### src/hdl/rgbe_pkg.sv
// rgbe encoder package: payload structs, register indexes, constants and a bit-length helper
package rgbe_pkg;

  localparam int unsigned CfgIdxW = 1;
  localparam logic [CfgIdxW-1:0] CfgBlackThreshold = 1'b0;
  localparam logic [CfgIdxW-1:0] CfgExponentBias   = 1'b1;

  localparam logic [30:0] BlackThresholdReset = 31'd172994847;
  localparam logic [7:0]  ExponentBiasReset   = 8'd128;

  typedef struct packed {
    logic [31:0] red_bits;
    logic [31:0] green_bits;
    logic [31:0] blue_bits;
  } pixel_in_t;

  typedef struct packed {
    logic [7:0] red_mantissa;
    logic [7:0] green_mantissa;
    logic [7:0] blue_mantissa;
    logic [7:0] shared_exponent;
    logic       overflow;
  } pixel_out_t;

  // bit length of a 24-bit significand, 0..24
  function automatic logic [4:0] bit_len24(input logic [23:0] m);
    logic [4:0] n;
    n = 5'd0;
    for (int i = 0; i < 24; i++) begin
      if (m[i]) n = 5'(i + 1);
    end
    return n;
  endfunction

endpackage

### src/hdl/rgbe_max_stage.sv
// stage 1: special detect, largest channel select and black test
module rgbe_max_stage import rgbe_pkg::*; (
  input  logic        clk_i,
  input  logic        rst_ni,
  input  logic        valid_i,
  input  pixel_in_t   pix_i,
  input  logic [30:0] black_threshold_i,
  output logic        valid_o,
  output pixel_in_t   pix_o,
  output logic [31:0] best_o,
  output logic        special_o,
  output logic        black_o
);

  logic        valid_q;
  pixel_in_t   pix_q;
  logic [31:0] best_q, best_d;
  logic        special_q, special_d, black_q, black_d;
  logic [31:0] key_r, key_g, key_b, key_rg;
  logic [31:0] best_rg;

  function automatic logic [31:0] order_key(input logic [31:0] v);
    return v[31] ? ~v : (v | 32'h8000_0000);
  endfunction

  always_comb begin
    special_d = (pix_i.red_bits[30:23] == 8'hFF) || (pix_i.green_bits[30:23] == 8'hFF) ||
                (pix_i.blue_bits[30:23] == 8'hFF);
    key_r = order_key(pix_i.red_bits);
    key_g = order_key(pix_i.green_bits);
    key_b = order_key(pix_i.blue_bits);
    best_rg = (key_g > key_r) ? pix_i.green_bits : pix_i.red_bits;
    key_rg  = (key_g > key_r) ? key_g : key_r;
    best_d  = (key_b > key_rg) ? pix_i.blue_bits : best_rg;
    black_d = best_d[31] || (best_d <= {1'b0, black_threshold_i}) || (best_d == 32'd0);
  end

  always_ff @(posedge clk_i or negedge rst_ni) begin
    if (!rst_ni) begin
      valid_q <= 1'b0;
    end else begin
      valid_q <= valid_i;
    end
  end

  always_ff @(posedge clk_i) begin
    pix_q     <= pix_i;
    best_q    <= best_d;
    special_q <= special_d;
    black_q   <= black_d;
  end

  assign valid_o   = valid_q;
  assign pix_o     = pix_q;
  assign best_o    = best_q;
  assign special_o = special_q;
  assign black_o   = black_q;

endmodule

### src/hdl/rgbe_exp_stage.sv
// stage 2: shared exponent and biased exponent range checks
module rgbe_exp_stage import rgbe_pkg::*; (
  input  logic               clk_i,
  input  logic               rst_ni,
  input  logic               valid_i,
  input  pixel_in_t          pix_i,
  input  logic [31:0]        best_i,
  input  logic               special_i,
  input  logic               black_i,
  input  logic [7:0]         exponent_bias_i,
  output logic               valid_o,
  output pixel_in_t          pix_o,
  output logic signed [9:0]  exp_o,
  output logic [7:0]         biased_o,
  output logic               sat_o,
  output logic               zero_o
);

  logic              valid_q;
  pixel_in_t         pix_q;
  logic signed [9:0] exp_q, exp_d;
  logic [7:0]        biased_q;
  logic              sat_q, sat_d, zero_q, zero_d;
  logic [23:0]       mant;
  logic signed [9:0] pw;
  logic signed [10:0] biased_d;

  always_comb begin
    if (best_i[30:23] != 8'd0) begin
      mant = {1'b1, best_i[22:0]};
      pw   = $signed({2'b00, best_i[30:23]}) - 10'sd150;
    end else begin
      mant = {1'b0, best_i[22:0]};
      pw   = -10'sd149;
    end
    exp_d    = $signed({5'd0, bit_len24(mant)}) + pw;
    biased_d = 11'(exp_d) + $signed({3'd0, exponent_bias_i});
    sat_d    = special_i || (!black_i && biased_d > 11'sd255);
    zero_d   = !special_i && (black_i || biased_d < 11'sd0);
  end

  always_ff @(posedge clk_i or negedge rst_ni) begin
    if (!rst_ni) begin
      valid_q <= 1'b0;
    end else begin
      valid_q <= valid_i;
    end
  end

  always_ff @(posedge clk_i) begin
    pix_q    <= pix_i;
    exp_q    <= exp_d;
    biased_q <= biased_d[7:0];
    sat_q    <= sat_d;
    zero_q   <= zero_d;
  end

  assign valid_o  = valid_q;
  assign pix_o    = pix_q;
  assign exp_o    = exp_q;
  assign biased_o = biased_q;
  assign sat_o    = sat_q;
  assign zero_o   = zero_q;

endmodule

### src/hdl/rgbe_chan_scale.sv
// one channel scaled by the shared exponent, a barrel shift
module rgbe_chan_scale (
  input  logic [31:0]       v_i,
  input  logic signed [9:0] exp_i,
  output logic [7:0]        mant_o
);

  logic [23:0]        mant;
  logic signed [9:0]  pw;
  logic signed [10:0] s;
  logic [4:0]         rsh;

  always_comb begin
    if (v_i[30:23] != 8'd0) begin
      mant = {1'b1, v_i[22:0]};
      pw   = $signed({2'b00, v_i[30:23]}) - 10'sd150;
    end else begin
      mant = {1'b0, v_i[22:0]};
      pw   = -10'sd149;
    end
    s      = 11'(pw) + 11'sd8 - 11'(exp_i);
    rsh    = 5'(-s);
    mant_o = 8'd0;
    if (v_i[31] || v_i[30:0] == 31'd0) begin
      mant_o = 8'd0;
    end else if (s >= 11'sd8) begin
      mant_o = 8'hFF;
    end else if (s >= 11'sd0) begin
      mant_o = 8'(mant << s[2:0]);
    end else if (s > -11'sd32) begin
      mant_o = 8'(mant >> rsh);
    end
  end

endmodule

### src/hdl/rgbe_shared_exponent_encoder.sv
// rgbe shared exponent encoder top level: config registers and output stage
//
//  channel | handshake               | payload
//  --------+-------------------------+-------------------------------
//  input   | start / busy            | pix_i (pixel_in_t)
//  result  | done_o strobe           | pix_o (pixel_out_t)
//  config  | cfg_valid_i/cfg_ready_o | cfg_index_i, cfg_data_i
//
// three register stages: max select, exponent, channel shift
// one item per clock; a started item passes the max select, exponent and output registers in turn
// busy is always low; reset clears the valid bits and loads the config defaults
// results cannot be held off, so nothing in the pipe ever stalls
module rgbe_shared_exponent_encoder import rgbe_pkg::*; (
  input  logic               clk_i,
  input  logic               rst_ni,
  input  logic               start,
  output logic               busy,
  input  pixel_in_t          pix_i,
  output logic               done_o,
  output pixel_out_t         pix_o,
  input  logic               cfg_valid_i,
  output logic               cfg_ready_o,
  input  logic [CfgIdxW-1:0] cfg_index_i,
  input  logic [31:0]        cfg_data_i
);

  logic [30:0] black_threshold_q;
  logic [7:0]  exponent_bias_q;

  logic        s1_valid, s1_special, s1_black;
  pixel_in_t   s1_pix;
  logic [31:0] s1_best;

  logic              s2_valid, s2_sat, s2_zero;
  pixel_in_t         s2_pix;
  logic signed [9:0] s2_exp;
  logic [7:0]        s2_biased;

  logic [7:0] r_m, g_m, b_m;
  logic       done_q;
  pixel_out_t out_q, out_d;

  assign busy        = 1'b0;
  assign cfg_ready_o = 1'b1;

  always_ff @(posedge clk_i or negedge rst_ni) begin
    if (!rst_ni) begin
      black_threshold_q <= BlackThresholdReset;
      exponent_bias_q   <= ExponentBiasReset;
    end else if (cfg_valid_i && cfg_ready_o) begin
      case (cfg_index_i)
        CfgBlackThreshold: black_threshold_q <= cfg_data_i[30:0];
        CfgExponentBias:   exponent_bias_q   <= cfg_data_i[7:0];
        default: ;
      endcase
    end
  end

  rgbe_max_stage u_max (
    .clk_i, .rst_ni,
    .valid_i(start && !busy), .pix_i,
    .black_threshold_i(black_threshold_q),
    .valid_o(s1_valid), .pix_o(s1_pix), .best_o(s1_best),
    .special_o(s1_special), .black_o(s1_black)
  );

  rgbe_exp_stage u_exp (
    .clk_i, .rst_ni,
    .valid_i(s1_valid), .pix_i(s1_pix), .best_i(s1_best),
    .special_i(s1_special), .black_i(s1_black),
    .exponent_bias_i(exponent_bias_q),
    .valid_o(s2_valid), .pix_o(s2_pix), .exp_o(s2_exp),
    .biased_o(s2_biased), .sat_o(s2_sat), .zero_o(s2_zero)
  );

  rgbe_chan_scale u_r (.v_i(s2_pix.red_bits),   .exp_i(s2_exp), .mant_o(r_m));
  rgbe_chan_scale u_g (.v_i(s2_pix.green_bits), .exp_i(s2_exp), .mant_o(g_m));
  rgbe_chan_scale u_b (.v_i(s2_pix.blue_bits),  .exp_i(s2_exp), .mant_o(b_m));

  always_comb begin
    if (s2_sat) begin
      out_d = '{8'hFF, 8'hFF, 8'hFF, 8'hFF, 1'b1};
    end else if (s2_zero) begin
      out_d = '0;
    end else begin
      out_d = '{r_m, g_m, b_m, s2_biased, 1'b0};
    end
  end

  always_ff @(posedge clk_i or negedge rst_ni) begin
    if (!rst_ni) begin
      done_q <= 1'b0;
    end else begin
      done_q <= s2_valid;
    end
  end

  always_ff @(posedge clk_i) begin
    out_q <= out_d;
  end

  assign done_o = done_q;
  assign pix_o  = out_q;

  // an accepted item always comes out with a done_o strobe
  a_latency: assert property (@(posedge clk_i) disable iff (!rst_ni)
    start |-> ##3 done_o) else $error("result strobe missing");
  a_ovf_sat: assert property (@(posedge clk_i) disable iff (!rst_ni)
    done_o && pix_o.overflow |-> pix_o.shared_exponent == 8'hFF)
    else $error("overflow without saturation");
  a_black: assert property (@(posedge clk_i) disable iff (!rst_ni)
    done_o && pix_o.shared_exponent == 8'd0 |-> !pix_o.overflow)
    else $error("zero exponent with overflow");

endmodule
### config.mk
export PLATFORM = sky130hd
export DESIGN_NAME = rgbe_shared_exponent_encoder
export DESIGN_NICKNAME = d
export VERILOG_FILES = /design/src/hdl/rgbe_pkg.sv /design/src/hdl/rgbe_max_stage.sv /design/src/hdl/rgbe_exp_stage.sv /design/src/hdl/rgbe_chan_scale.sv /design/src/hdl/rgbe_shared_exponent_encoder.sv
export SDC_FILE = /design/constraint.sdc
export NUM_CORES = 1
export LEC_CHECK = 0
export BUFFER_PORTS_ARGS = -buffer_cell sky130_fd_sc_hd__buf_2
export CAP_MARGIN = 20
export CELL_PAD_IN_SITES_DETAIL_PLACEMENT = 1
export CELL_PAD_IN_SITES_GLOBAL_PLACEMENT = 1
export CORE_MARGIN = 3
export CORE_UTILIZATION = 45
export DETAILED_ROUTE_END_ITERATION = 16
export PLACE_DENSITY_LB_ADDON = 0.3
export SETUP_SLACK_MARGIN = 0.1
export SLEW_MARGIN = 25
export SYNTH_ARGS = -nofsm -noshare
export SYNTH_HDL_FRONTEND = slang
export SYNTH_SLANG_ARGS = --single-unit
### constraint.sdc
create_clock -name clk_i -period 4.94 [get_ports clk_i]
set_input_delay 0.741 -clock clk_i [delete_from_list [all_inputs] [get_ports clk_i]]
set_output_delay 0.741 -clock clk_i [all_outputs]
set_load 0.02 [all_outputs]
==> run summary <==
# DRC - 0
Post-synthesis average cell area - 9.26 um2
Top-count cell post-synth - dfxtp_1
Post-synth top area cell - dfxtp_1
CTS clock-pin slew for the worst setup and hold paths - 0.06 ns
WHS - 0.0778 ns
Vias in the first global route - 17837
Total Die Area - 43100 um2
Worst-case clock skew - 0.0305 ns
Worst-case reg-to-reg path depth - 15
WS Path Type - primary input to register
Max VDD drop - 0.437 mV
CP Max Fanout - 20
Drt initial violations - 1192
FFs w/ async S/R, synth - 13.1%
Outcome - finished, violations left
Final Max Tran Viols - 0
Final std cells w/o fill - 2845
Post-synthesis sequential area ratio - 36.3%
Buffers on Ports - 165
Reg-to-Reg End - pix_o[29]
CP max-delay cell - mux2_2
Setup ws final - -1.14 ns
Flop-to-flop setup slack - 0.32 ns
Synth Flop Type - dfxtp_1
EDFF count, synth - 0
Hold WC Path Type - primary input to asynchronous set/reset pin
Latest clock arrival within the worst-skew pair - 0.55 ns
Layout cells sized above 1 - 24.2%
Tcrit/Tclk final - 123%
Initial antenna violation count - 1
Worst R2R Start - u_exp.pix_o[90]
Syn nets - 2286
Largest net degree at the start of global routing - 62
Final nets - 2607
FF+latch area - 6640 um2
Achievable frequency - 0.165 GHz
Post-DRT Antenna Nets - 0
Yosys top cell area share - 30.5%
Number of max-cap violations - 0
CORE AREA - 39900 um2
Placed cell areas - 21000 um2
GPL Wtd Cong - 0.960
Grt total ovfl - 0
Final count of negative-setup-slack endpoints - 1
CP startpoint kind - primary input
First-pass GRT wire length - 104 mm
#FFs+latches synth - 320
Die width - 208 um
Vias per cell - 5.92
Compound-Gate Fraction of Synth Area - 15.4%
Sink Count - 320
Initial Utilization - 45.8%
Fin Setup TNS - -1.14 ns
Slowest Stage Delay on Critical Path - 0.34 ns
Synth Area in Simple Gates - 14.1%
Adder-cell share of the synthesized area - 12.4%
Number of fill cells in the layout - 4587
Max clock buf depth - 3
GRT Resource Usage Total - 30.8%
Place WS - -1.67 ns
Main combinational cell family by area after synthesis - compound AO/OA/AOI/OAI gates
Routed wire length per instance - 24.1 um
RSZ-0062 raised after global routing - yes
DP Cell Count - 2776
Xor and xnor area share after synthesis - 7.67%
Post-Synthesis Cells - 1974
H-tree depth - 2
Failing checks - negative setup slack
Post-layout min period - 6.08 ns
Yosys warnings - 0
Critical Path End Type - register
Ant. Diodes - 0
Hold Fails Final Rpt - 0
WP data required - 5.44 ns
CTS tree - yes
Drt pass-1 iters - 5
I/O Pins - 169
Mux contribution to synthesized area - 10.2%
Core Util, Final - 56.4%
Total power - 16.0 mW
DIE HEIGHT - 208 um
Clk root buf - clkbuf_16
PwrDens - 709 nW/um2
Syn-to-layout area delta - 23.3%
Worst endpoint data arrival time - 6.58 ns
Relative slew margins - 44.4%
Total number of vias - 16831
Least-Margin Pin Slew - 0.827 ns
Netlist Area Pre-Place - 18300 um2
Area of the multi-input gates - 11200 um2
Distinct cell type count after synthesis - 83
Row count - 73
Hold-fix buffers at CTS - 0
Top cells by area, synth - dfxtp_1 (30%), ha_1 (12%), mux2i_1 (5.5%), o21ai_0 (4.4%), xor2_1 (4.0%)
Post-route design area - 22500 um2
Leak - 10.3 nW
HPWL Detailed - 53.5 mm
Synth top cells by count - dfxtp_1 (278), ha_1 (175), nand2_1 (161), o21ai_0 (160), nor2_1 (128)
Post-Route WL - 68.5 mm
CTS Buf Count - 35
==> state kept, by name (all words and copies together) (netlist names), 8 cells and up <==
register and count:
u_exp.pix_o 96, exponent_bias_q 8, u_max.best_o 31, u_max.pix_o 96
black_threshold_q 31, u_exp.exp_o 10, u_exp.biased_o 8, pix_o 33
==> metal layers <==
metal,routed length (um),vias up,track usage (%)
li1,-,7743,-
met1,28400,8216,39.0
met2,32700,667,52.3
met3,4000,205,4.50
met4,3490,0,13.6
met5,0,-,0
==> logic make-up after synthesis <==
group	Yosys count
fa+ha+maj	179
xor+xnor	155
buf+inv	181
flops	320
compound gates	451
other cells	2
mux	159
simple gates	527
==> layout make-up <==
type                    count  share of cell area, %
clock buffers              44                   4.35
clock inverters            18                  0.994
inverters                 100                   1.67
multi-input cells        1473                   49.5
flip-flops and latches    320                   29.5
well taps                 525                   2.92
repair buffers            365                   11.1
==> report_power, final <==
part           switching [mW]  internal, mW  leakage [nW]
Clock                    1.13          1.63         0.588
Combinational            6.02          3.92          6.93
Sequential              0.254          3.01          2.82
==> cell usage in the layout, fill, tap and decap left out, drive strengths merged, types with 8 or more instances in the layout <==
cell type,netlist,final
nand4,36,36
nor2b,23,23
o31ai,9,9
a21oi,113,113
nor3,46,46
clkinv,1,9
nor2,129,129
xor2,86,86
mux4,17,17
nor4,55,55
o21a,9,9
o21bai,8,8
inv,99,102
mux2i,101,101
o21ai,165,165
and3,10,10
nand3,21,21
ha,175,175
a211oi,35,35
o211ai,11,11
mux2,41,41
nand2,161,161
a21o,31,31
buf,33,362
nand2b,8,8
clkbuf,48,47
dfxtp,278,278
or4,8,8
dfstp,17,17
xnor2,68,68
dfrtp,25,25
==> how the worst max path moves through the flow <==
stage / start / end / cells past startpoint
5_1_grt: pix_i[95] / u_max.black_o / 32
2_1_floorplan: pix_i[63] / u_max.black_o / 35
4_1_cts: pix_i[63] / u_max.black_o / 30
3_3_place_gp: pix_i[63] / u_max.black_o / 29
3_5_place_dp: pix_i[95] / u_max.black_o / 29
6_report: pix_i[63] / u_max.black_o / 30
==> repair_timing <==
| action | CTS | global route |
|---|---|---|
| setup endpoints to repair | 5 | 12 |
| gates cloned | 0 | 2 |
| buffers inserted | 0 | 3 |
| gates resized for setup | 12 | 23 |
| pin swaps | 1 | 5 |
==> critical path, delay by kind of cell <==
family / cells / cell delay [ns]
AOI/OAI and AO/OA: 16 / 3.03
adders and majority gates: 3 / 0.90
buffers and inverters: 4 / 0.74
and+or+nand+nor: 5 / 0.59
muxes: 1 / 0.34
xor gates and xnor gates: 1 / 0.22
No activity file was read; power rests on OpenSTA's default activity.
